**config.mk**
```make
export PLATFORM = sky130hd
export DESIGN_NAME = audio_batch_size_controller
export DESIGN_NICKNAME = d
export VERILOG_FILES = /design/src/rtl/absc_pkg.sv /design/src/rtl/absc_div.sv /design/src/rtl/absc_dp.sv /design/src/rtl/absc_ctrl.sv /design/src/rtl/audio_batch_size_controller.sv
export SDC_FILE = /design/constraint.sdc
export NUM_CORES = 2
export LEC_CHECK = 0
export BUFFER_PORTS_ARGS = -buffer_cell sky130_fd_sc_hd__buf_4
export CAP_MARGIN = 25
export CORE_MARGIN = 1
export CORE_UTILIZATION = 57
export CTS_BUF_LIST = sky130_fd_sc_hd__clkbuf_8
export DETAILED_ROUTE_END_ITERATION = 8
export HOLD_SLACK_MARGIN = 0.02
export PLACE_DENSITY = 0.75
export SETUP_SLACK_MARGIN = 0.4
export SYNTH_ARGS = -nofsm -noshare
export SYNTH_HDL_FRONTEND = slang
export SYNTH_SLANG_ARGS = --single-unit
```
**constraint.sdc**
```tcl
create_clock -name clk -period 21.6 [get_ports clk]
set_clock_uncertainty 0.05 [all_clocks]
set_input_delay 1.08 -clock clk [delete_from_list [all_inputs] [get_ports clk]]
set_output_delay 1.08 -clock clk [all_outputs]
set_load 0.02 [all_outputs]
```
**src/rtl/absc_pkg.sv**
```systemverilog
package absc_pkg;

  localparam int unsigned TOTAL_WIDTH_DEF = 48;

  localparam int unsigned CR_W   = 32;
  localparam int unsigned OR_W   = 18;
  localparam int unsigned FS_W   = 16;
  localparam int unsigned MS_W   = 16;
  localparam int unsigned TIME_W = 32;
  localparam int unsigned Q_W    = 16;
  localparam int unsigned STAT_W = 32;
  localparam int unsigned SUM_W  = 48;
  localparam int unsigned EXT_W  = 64;

  // elapsed ticks * sample rate, and the divider built around it
  localparam int unsigned PROD_W = TIME_W + OR_W;
  localparam int unsigned CONS_W = FS_W + 2;
  localparam int unsigned PRD_W  = FS_W + 4;

  localparam int unsigned MIN_BATCH   = 16;
  localparam int unsigned ALIGN_BITS  = 4;
  localparam int unsigned FRAME_RATE  = 30;
  // floor(x / 30) == (x * RECIP) >> SHIFT for every 18-bit x
  localparam int unsigned RECIP_SHIFT = 23;
  localparam int unsigned FRAME_RECIP = ((1 << RECIP_SHIFT) + FRAME_RATE - 1) / FRAME_RATE;
  localparam int unsigned RECIP_PW    = RECIP_SHIFT + FS_W;

  localparam logic [CR_W-1:0] CR_RST   = '0;
  localparam logic [OR_W-1:0] OR_RST   = OR_W'(48000);
  localparam logic [FS_W-1:0] FS_RST   = '0;
  localparam logic [MS_W-1:0] MS_RST   = MS_W'(4096);
  localparam logic [Q_W-1:0]  MINQ_RST = '1;

  typedef enum logic [1:0] {
    CFG_TICK_RATE   = 2'd0,
    CFG_SAMPLE_RATE = 2'd1,
    CFG_FRAME_SIZE  = 2'd2,
    CFG_MAX_SAMPLES = 2'd3
  } cfg_idx_t;

  typedef struct packed {
    logic              sink_live;
    logic [TIME_W-1:0] tick_now;
    logic [Q_W-1:0]    queue_depth;
  } in_t;

  typedef struct packed {
    logic [FS_W-1:0]   produce_count;
    logic [STAT_W-1:0] stall_guard_count;
    logic [STAT_W-1:0] live_decision_count;
    logic [SUM_W-1:0]  consumed_total;
    logic [STAT_W-1:0] empty_queue_count;
    logic [Q_W-1:0]    min_queue_seen;
    logic [Q_W-1:0]    max_queue_seen;
    logic [SUM_W-1:0]  produced_total;
    logic [FS_W-1:0]   max_produce_seen;
  } out_t;

  typedef struct packed {
    logic capture;
    logic div_start;
    logic pick;
    logic sum;
    logic commit;
    logic push;
  } cmd_t;

  typedef struct packed {
    logic need_div;
    logic div_done;
    logic out_free;
  } sts_t;

endpackage

```
**src/rtl/absc_div.sv**
```systemverilog
module absc_div (
  input  logic                        clk,
  input  logic                        rst_n,
  input  logic                        start,
  input  logic [absc_pkg::PROD_W-1:0] dividend,
  input  logic [absc_pkg::CR_W-1:0]   divisor,
  output logic                        done,
  output logic [absc_pkg::PROD_W-1:0] quotient
);

  localparam int unsigned DVD_W = absc_pkg::PROD_W;
  localparam int unsigned DVS_W = absc_pkg::CR_W;
  localparam int unsigned CNT_W = $clog2(DVD_W);

  logic [DVS_W-1:0] rem_r;
  logic [DVD_W-1:0] quo_r;
  logic [CNT_W-1:0] cnt_r;
  logic             busy_r;
  logic             done_r;

  logic [DVS_W:0]   rem_sh;
  logic [DVS_W+1:0] diff;
  logic             ge;

  // restoring divider, one quotient bit per cycle; dividend shifts out as quotient shifts in
  assign rem_sh = {rem_r, quo_r[DVD_W-1]};
  assign diff   = {1'b0, rem_sh} - {2'b00, divisor};
  assign ge     = ~diff[DVS_W+1];

  always_ff @(posedge clk) begin
    if (!rst_n) begin
      busy_r <= 1'b0;
      done_r <= 1'b0;
      cnt_r  <= '0;
    end else begin
      done_r <= 1'b0;
      if (start) begin
        busy_r <= 1'b1;
        cnt_r  <= CNT_W'(DVD_W - 1);
      end else if (busy_r) begin
        cnt_r <= cnt_r - 1'b1;
        if (cnt_r == '0) begin
          busy_r <= 1'b0;
          done_r <= 1'b1;
        end
      end
    end
  end

  always_ff @(posedge clk) begin
    if (start) begin
      rem_r <= '0;
      quo_r <= dividend;
    end else if (busy_r) begin
      rem_r <= ge ? diff[DVS_W-1:0] : rem_sh[DVS_W-1:0];
      quo_r <= {quo_r[DVD_W-2:0], ge};
    end
  end

  assign done     = done_r;
  assign quotient = quo_r;

endmodule

```
**src/rtl/absc_dp.sv**
```systemverilog
module absc_dp #(
  parameter int unsigned TOTAL_WIDTH = absc_pkg::TOTAL_WIDTH_DEF
) (
  input  logic                     clk,
  input  logic                     rst_n,
  input  logic                     cfg_we,
  input  absc_pkg::cfg_idx_t       cfg_index,
  input  logic [31:0]              cfg_data,
  input  absc_pkg::in_t            in_data,
  input  absc_pkg::cmd_t           cmd,
  output absc_pkg::sts_t           sts,
  output logic                     out_valid,
  input  logic                     out_ready,
  output absc_pkg::out_t           out_data
);

  localparam int unsigned OR_W    = absc_pkg::OR_W;
  localparam int unsigned FS_W    = absc_pkg::FS_W;
  localparam int unsigned Q_W     = absc_pkg::Q_W;
  localparam int unsigned PROD_W  = absc_pkg::PROD_W;
  localparam int unsigned CONS_W  = absc_pkg::CONS_W;
  localparam int unsigned PRD_W   = absc_pkg::PRD_W;
  localparam int unsigned RPW     = absc_pkg::RECIP_PW;
  localparam int unsigned ALIGN   = absc_pkg::ALIGN_BITS;
  localparam int unsigned EXT_W_L = absc_pkg::EXT_W;

  // configuration
  logic [absc_pkg::CR_W-1:0] tick_rate_r;
  logic [OR_W-1:0]           sample_rate_r;
  logic [FS_W-1:0]           frame_size_r;
  logic [absc_pkg::MS_W-1:0] max_samples_r;

  // statistics and time reference
  logic                        have_last_r;
  logic [absc_pkg::TIME_W-1:0] last_time_r;
  logic [absc_pkg::STAT_W-1:0] stall_r;
  logic [absc_pkg::STAT_W-1:0] live_r;
  logic [TOTAL_WIDTH-1:0]      cons_sum_r;
  logic [absc_pkg::STAT_W-1:0] empty_r;
  logic [Q_W-1:0]              min_q_r;
  logic [Q_W-1:0]              max_q_r;
  logic [TOTAL_WIDTH-1:0]      prod_sum_r;
  logic [FS_W-1:0]             max_prod_r;

  // per-request working registers
  logic                        sink_r;
  logic [absc_pkg::TIME_W-1:0] now_r;
  logic [Q_W-1:0]              queued_r;
  logic [FS_W-1:0]             frame_r;
  logic [PROD_W-1:0]           prod_r;
  logic [CONS_W-1:0]           consumed_r;
  logic                        guard_r;
  logic [FS_W-1:0]             produce_r;

  logic                        out_valid_r;
  absc_pkg::out_t              out_data_r;

  logic [RPW-1:0]              recip_prod;
  logic [FS_W-1:0]             quot30;
  logic [FS_W-1:0]             eff_frame;
  logic [absc_pkg::TIME_W-1:0] elapsed;
  logic                        limit_low;
  logic                        need_div;
  logic                        div_done;
  logic [PROD_W-1:0]           quo;
  logic                        over;
  logic signed [PRD_W-1:0]     est;
  logic signed [PRD_W-1:0]     base;
  logic [FS_W-1:0]             clamped;
  logic [EXT_W_L-1:0]          cons_ext;
  logic [EXT_W_L-1:0]          prod_ext;

  assign recip_prod = RPW'(sample_rate_r) * RPW'(absc_pkg::FRAME_RECIP);
  assign quot30     = recip_prod[absc_pkg::RECIP_SHIFT +: FS_W];

  always_comb begin
    if (frame_size_r != '0) begin
      eff_frame = frame_size_r;
    end else if (quot30 != '0) begin
      eff_frame = quot30;
    end else begin
      eff_frame = FS_W'(absc_pkg::MIN_BATCH);
    end
  end

  assign elapsed   = in_data.tick_now - last_time_r;
  assign limit_low = max_samples_r < absc_pkg::MS_W'(absc_pkg::MIN_BATCH);
  assign need_div  = sink_r && !limit_low && have_last_r && (tick_rate_r != '0);

  absc_div u_div (
    .clk      (clk),
    .rst_n    (rst_n),
    .start    (cmd.div_start),
    .dividend (prod_r),
    .divisor  (tick_rate_r),
    .done     (div_done),
    .quotient (quo)
  );

  assign over = need_div && (quo > PROD_W'({frame_r, 2'b00}));

  assign est = $signed(PRD_W'(consumed_r)) + $signed(PRD_W'(frame_r))
             - $signed(PRD_W'(queued_r));
  assign base = sink_r ? est : $signed(PRD_W'(frame_r));

  always_comb begin
    if (base < $signed(PRD_W'(absc_pkg::MIN_BATCH))) begin
      clamped = FS_W'(absc_pkg::MIN_BATCH);
    end else if (base > $signed(PRD_W'(max_samples_r))) begin
      clamped = max_samples_r;
    end else begin
      clamped = base[FS_W-1:0];
    end
  end

  always_ff @(posedge clk) begin
    if (!rst_n) begin
      tick_rate_r   <= absc_pkg::CR_RST;
      sample_rate_r <= absc_pkg::OR_RST;
      frame_size_r  <= absc_pkg::FS_RST;
      max_samples_r <= absc_pkg::MS_RST;
    end else if (cfg_we) begin
      unique case (cfg_index)
        absc_pkg::CFG_TICK_RATE:   tick_rate_r   <= cfg_data;
        absc_pkg::CFG_SAMPLE_RATE: sample_rate_r <= cfg_data[OR_W-1:0];
        absc_pkg::CFG_FRAME_SIZE:  frame_size_r  <= cfg_data[FS_W-1:0];
        absc_pkg::CFG_MAX_SAMPLES: max_samples_r <= cfg_data[absc_pkg::MS_W-1:0];
        default: ;
      endcase
    end
  end

  always_ff @(posedge clk) begin
    if (cmd.capture) begin
      sink_r   <= in_data.sink_live;
      now_r    <= in_data.tick_now;
      queued_r <= in_data.queue_depth;
      frame_r  <= eff_frame;
      prod_r   <= PROD_W'(elapsed) * PROD_W'(sample_rate_r);
    end
    if (cmd.pick) begin
      consumed_r <= (need_div && !over) ? quo[CONS_W-1:0] : CONS_W'(frame_r >> 1);
      guard_r    <= have_last_r && ((tick_rate_r == '0) || over);
    end
    if (cmd.sum) begin
      produce_r <= limit_low ? '0 : {clamped[FS_W-1:ALIGN], {ALIGN{1'b0}}};
    end
  end

  always_ff @(posedge clk) begin
    if (!rst_n) begin
      have_last_r <= 1'b0;
      last_time_r <= '0;
      stall_r     <= '0;
      live_r      <= '0;
      cons_sum_r  <= '0;
      empty_r     <= '0;
      min_q_r     <= absc_pkg::MINQ_RST;
      max_q_r     <= '0;
      prod_sum_r  <= '0;
      max_prod_r  <= '0;
    end else if (cmd.commit && sink_r && !limit_low) begin
      have_last_r <= 1'b1;
      last_time_r <= now_r;
      live_r      <= live_r + 1'b1;
      cons_sum_r  <= cons_sum_r + TOTAL_WIDTH'(consumed_r);
      prod_sum_r  <= prod_sum_r + TOTAL_WIDTH'(produce_r);
      if (guard_r) begin
        stall_r <= stall_r + 1'b1;
      end
      if (queued_r == '0) begin
        empty_r <= empty_r + 1'b1;
      end
      if (queued_r < min_q_r) begin
        min_q_r <= queued_r;
      end
      if (queued_r > max_q_r) begin
        max_q_r <= queued_r;
      end
      if (produce_r > max_prod_r) begin
        max_prod_r <= produce_r;
      end
    end
  end

  assign cons_ext = EXT_W_L'(cons_sum_r);
  assign prod_ext = EXT_W_L'(prod_sum_r);

  always_ff @(posedge clk) begin
    if (!rst_n) begin
      out_valid_r <= 1'b0;
    end else if (cmd.push) begin
      out_valid_r <= 1'b1;
    end else if (out_ready) begin
      out_valid_r <= 1'b0;
    end
  end

  always_ff @(posedge clk) begin
    if (cmd.push) begin
      out_data_r.produce_count       <= produce_r;
      out_data_r.stall_guard_count   <= stall_r;
      out_data_r.live_decision_count <= live_r;
      out_data_r.consumed_total      <= cons_ext[absc_pkg::SUM_W-1:0];
      out_data_r.empty_queue_count   <= empty_r;
      out_data_r.min_queue_seen      <= min_q_r;
      out_data_r.max_queue_seen      <= max_q_r;
      out_data_r.produced_total      <= prod_ext[absc_pkg::SUM_W-1:0];
      out_data_r.max_produce_seen    <= max_prod_r;
    end
  end

  assign sts.need_div = need_div;
  assign sts.div_done = div_done;
  assign sts.out_free = !out_valid_r || out_ready;

  assign out_valid = out_valid_r;
  assign out_data  = out_data_r;

`ifndef SYNTHESIS
  a_aligned: assert property (@(posedge clk) disable iff (!rst_n)
    out_valid_r |-> (out_data_r.produce_count[ALIGN-1:0] == '0))
    else $error("produce count not a multiple of the batch granule");

  a_first_live: assert property (@(posedge clk) disable iff (!rst_n)
    !have_last_r |-> (live_r == '0))
    else $error("live decisions counted without a time reference");

  a_div_need: assert property (@(posedge clk) disable iff (!rst_n)
    cmd.div_start |-> need_div)
    else $error("divider started on a request that needs no estimate");

  a_queue_order: assert property (@(posedge clk) disable iff (!rst_n)
    (out_valid_r && (out_data_r.live_decision_count != '0))
      |-> (out_data_r.min_queue_seen <= out_data_r.max_queue_seen))
    else $error("queue minimum above maximum");
`endif

endmodule

```
**src/rtl/absc_ctrl.sv**
```systemverilog
module absc_ctrl (
  input  logic           clk,
  input  logic           rst_n,
  input  logic           in_valid,
  output logic           in_ready,
  input  absc_pkg::sts_t sts,
  output absc_pkg::cmd_t cmd
);

  typedef enum logic [2:0] {
    ST_IDLE,
    ST_START,
    ST_DIV,
    ST_PICK,
    ST_SUM,
    ST_COMMIT,
    ST_PUSH
  } state_t;

  state_t state_r;
  state_t state_nxt;

  always_comb begin
    state_nxt = state_r;
    unique case (state_r)
      ST_IDLE:   if (in_valid) state_nxt = ST_START;
      ST_START:  state_nxt = sts.need_div ? ST_DIV : ST_PICK;
      ST_DIV:    if (sts.div_done) state_nxt = ST_PICK;
      ST_PICK:   state_nxt = ST_SUM;
      ST_SUM:    state_nxt = ST_COMMIT;
      ST_COMMIT: state_nxt = ST_PUSH;
      ST_PUSH:   if (sts.out_free) state_nxt = ST_IDLE;
      default:   state_nxt = ST_IDLE;
    endcase
  end

  always_ff @(posedge clk) begin
    if (!rst_n) begin
      state_r <= ST_IDLE;
    end else begin
      state_r <= state_nxt;
    end
  end

  assign in_ready      = (state_r == ST_IDLE);
  assign cmd.capture   = in_valid && in_ready;
  assign cmd.div_start = (state_r == ST_START) && sts.need_div;
  assign cmd.pick      = (state_r == ST_PICK);
  assign cmd.sum       = (state_r == ST_SUM);
  assign cmd.commit    = (state_r == ST_COMMIT);
  // result waits here until the output register frees up
  assign cmd.push      = (state_r == ST_PUSH) && sts.out_free;

endmodule

```
**src/rtl/audio_batch_size_controller.sv**
```systemverilog
// Channel   Signals                                   Direction
// in        in_valid, in_ready, in_data (in_t)        request beat in
// out       out_valid, out_ready, out_data (out_t)    result beat out
// cfg       cfg_valid, cfg_ready, cfg_index, cfg_data register write in
//
// One request at a time. A live request with a time reference, a nonzero
// tick rate and a sample limit of at least MIN_BATCH runs the
// 50-step restoring divider (elapsed ticks * sample rate / tick rate);
// every other request skips it. The next request is accepted once the result is registered.
// Synchronous active-low reset; no clearing pass. cfg is always ready.
// A stalled result holds in the output register and blocks only the next push.
module audio_batch_size_controller #(
  parameter int unsigned TOTAL_WIDTH = absc_pkg::TOTAL_WIDTH_DEF
) (
  input  logic               clk,
  input  logic               rst_n,
  input  logic               in_valid,
  output logic               in_ready,
  input  absc_pkg::in_t      in_data,
  output logic               out_valid,
  input  logic               out_ready,
  output absc_pkg::out_t     out_data,
  input  logic               cfg_valid,
  output logic               cfg_ready,
  input  absc_pkg::cfg_idx_t cfg_index,
  input  logic [31:0]        cfg_data
);

  absc_pkg::cmd_t cmd;
  absc_pkg::sts_t sts;

  assign cfg_ready = 1'b1;

  absc_ctrl u_ctrl (
    .clk      (clk),
    .rst_n    (rst_n),
    .in_valid (in_valid),
    .in_ready (in_ready),
    .sts      (sts),
    .cmd      (cmd)
  );

  absc_dp #(
    .TOTAL_WIDTH (TOTAL_WIDTH)
  ) u_dp (
    .clk       (clk),
    .rst_n     (rst_n),
    .cfg_we    (cfg_valid && cfg_ready),
    .cfg_index (cfg_index),
    .cfg_data  (cfg_data),
    .in_data   (in_data),
    .cmd       (cmd),
    .sts       (sts),
    .out_valid (out_valid),
    .out_ready (out_ready),
    .out_data  (out_data)
  );

endmodule
```
==> impl_metrics.json <==
{
  "finalHoldWorstSlack_ns": 0.398,
  "slew_viol_final": 0,
  "run_status": "completed",
  "setup_violating_endpoint_count_in_the_final_report": 0,
  "row_count": 118,
  "rr_startpoint": "u_dp.last_time_r[0]$_SDFFE_PN0P_",
  "edff_count_synth": 440,
  "leakage_nw": 29.4,
  "layout.area.seq_sq_mm": 0.0210,
  "finalHoldViolCount": 0,
  "post-cts-setup-buffer-count": 0,
  "synth.ff_latch_count": 831,
  "actual_slew_at_the_worst_max_slew_pin_ns": 1.07,
  "maxcap_viol_count": 0,
  "area_growth_pct": 11.1,
  "port-buffer-count": 333,
  "path_class": "in2reg",
  "clock_tree.root_cell": "sky130_fd_sc_hd__clkbuf_8",
  "die_width_um": 326,
  "num-fill-cells": 8346,
  "period_share": 0.465,
  "final_cells": 8009,
  "cp_launch_type": "input port",
  "dr_total_vias": 45300,
  "timing.max_slew.rel_slack": 0.283,
  "period_minus_slack_ns": 10.04,
  "cts_tree": "built",
  "ys.warnings.count": 0,
  "synth_top_flop_cell": "sky130_fd_sc_hd__edfxtp_1",
  "rsz0062_at_grt": "no",
  "hold_path_startpoint": "in_data[39]",
  "timing.critical_path.slowest_cell_delay_ns": 0.84,
  "dieArea_sq_mm": 0.106,
  "yosysSeqAreaShare": 0.352,
  "drcViolationCount": 0,
  "timing.critical_path.required_ns": 22.15,
  "die_height_um": 326,
  "critical_path.most_common_cell": "sky130_fd_sc_hd__fa_1",
  "grt_antenna_before_repair": 1,
  "synth-async-reset-ratio": 0,
  "final_nets": 7572,
  "setup_total_negative_slack_ns": 0,
  "cts.path.max_buffers": 3,
  "design_power_total_mw": 10.3,
  "numCtsBuffers": 134,
  "hold_path_class": "in2reg",
  "postLayoutSetupSlackWorst_ns": 11.56,
  "grtUsageTotal": 0.281,
  "final_layout_size_suffix_gt1_frac": 0.0987,
  "post_cts_resize_count": 0,
  "antenna_left": 0,
  "number_of_drc_violations_after_detailed_routing_iteration_0": 3302,
  "multi_input_area_sq_mm": 0.0347,
  "floorplan.core_area_sq_mm": 0.104,
  "place_congestion": 0.941,
  "worstPathBufferInverterCount": 6,
  "placed_area_sq_mm": 0.0637,
  "synthesis.instances": 6220,
  "floorplan.initialDensity": 0.576,
  "post_synth.cell_area_avg_sq_um": 9.61,
  "place.detailed.instances": 7758,
  "hpwlAfterDp_mm": 107,
  "synthDistinctLibCells": 81,
  "dpl_worst_slack_ns": 10.90,
  "detail_route.wl_per_cell_um": 18.5,
  "worstSetupStartpoint": "in_data[16]",
  "finalWirelength_mm": 148,
  "cts.sink_count": 831,
  "grt_remaining_overflow": 0,
  "boundaryPins": 347,
  "worst_skew_pair.late_latency_ns": 0.81,
  "final_cell_area_sq_mm": 0.0664,
  "cpMaxStageDelayCell": "sky130_fd_sc_hd__xor2_2",
  "drt_pre_antenna_iters": 5,
  "cp_top_family": "adder cells",
  "cts.clk_slew.worst_paths_ns": 0.08,
  "worst_setup_path_end_kind": "register",
  "grt_first_pass_wirelength_mm": 238,
  "power.density_mw_per_mm2": 156,
  "arrival_ns": 10.59,
  "utilization": 0.640,
  "cts.htree.levels": 4,
  "critical_path.max_fanout": 18,
  "netlist_area_pre_place_sq_mm": 0.0598,
  "number_of_global_route_vias_before_repair": 44800,
  "grt_max_degree": 170,
  "fmax_mhz": 99.6,
  "vdd.ir_drop.worst_uv": 397,
  "cts.hold.buffers_added": 0,
  "vias_per_cell": 5.66
}
## kinds of logic after synthesis
family / share of synthesized area
flip-flops: 0.352
multiplexers: 0.0161
AO/OA/AOI/OAI: 0.100
XOR/XNOR: 0.0341
buffers and inverters: 0.0708
other: 0.000126
adder cells (fa/ha/maj): 0.268
AND/OR/NAND/NOR: 0.159
## cells in the mapped netlist, drive strengths merged, types with 78 or more instances
master | count | area [sq um]
a21o | 112 | 841
a21oi | 342 | 1720
and2 | 228 | 1430
clkbuf | 222 | 835
dfxtp | 391 | 7830
edfxtp | 440 | 13200
fa | 526 | 10500
ha | 438 | 5480
inv | 865 | 3250
mux2i | 78 | 781
nand2 | 918 | 3450
nand3 | 144 | 721
nor2 | 339 | 1270
o21ai | 154 | 771
xnor2 | 130 | 1140
xor2 | 103 | 902
## worst reg2reg max path, delay by kind of cell (launching register included)
| family | cells | cell delay [ns] |
|---|---|---|
| XOR/XNOR | 1 | 0.84 |
| flip-flops | 1 | 0.32 |
| adder cells (fa/ha/maj) | 9 | 4.05 |
| AND/OR/NAND/NOR | 2 | 0.34 |
| AO/OA/AOI/OAI | 14 | 3.82 |
| buffers and inverters | 4 | 0.34 |
## final cells by class
| class | count | area share |
|---|---|---|
| Timing Repair Buffer | 401 | 0.0464 |
| Multi-Input combinational cell | 4287 | 0.523 |
| Sequential cell | 831 | 0.317 |
| Inverter | 865 | 0.0490 |
| Antenna cell | 1 | 0.0000377 |
| Clock inverter | 99 | 0.00895 |
| Clock buffer | 145 | 0.0300 |
| Tap cell | 1380 | 0.0260 |
## registers in the layout, indices dropped and copies added (netlist names), 32 cells and up
signal               flops
u_dp.stall_r            32
u_dp.last_time_r        32
u_dp.u_div.rem_r        32
u_dp.u_div.quotient     50
u_dp.prod_r             50
u_dp.now_r              32
u_dp.tick_rate_r        32
u_dp.cons_sum_r         48
u_dp.out_data          244
u_dp.prod_sum_r         44
u_dp.live_r             32
u_dp.empty_r            32
## power by group
group	leakage, nW	internal (mW)	switching [mW]
logic	20.7	2.82	4.09
registers	7.25	2.05	0.0553
clock network	1.49	0.675	0.640
## layout by cell type (no fill, tap or decap), drive strengths merged, types with 19 or more instances in the layout
master	instances
nand2	918
inv	918
fa	526
edfxtp	440
ha	438
buf	401
dfxtp	391
a21oi	342
nor2	339
and2	228
o21ai	154
clkbuf	145
nand3	144
xnor2	130
a21o	112
xor2	103
mux2i	78
nand2b	63
and3	62
or3	54
nor3	50
o21a	47
nand4	46
nor2b	46
a211oi	39
o211ai	37
clkinv	36
nor4	29
a31oi	25
a311oi	20
o21bai	20
or4	19
o31ai	19
## metal layers
metal	track usage	share of wire
met1	0.358	0.40
met2	0.472	0.49
met3	0.0426	0.060
met4	0.132	0.048
met5	0	0
## final timing paths
kind	end	slack, ns	cells past startpoint
max	u_dp.prod_r[48]$_DFFE_PP_	11.56	32
min	u_dp.now_r[23]$_DFFE_PP_	0.40	1
max reg2reg	u_dp.prod_r[48]$_DFFE_PP_	11.66	30
min reg2reg	u_dp.out_data[58]$_DFFE_PP_	0.40	0
Note: power is estimated with default switching activity, not from simulation.
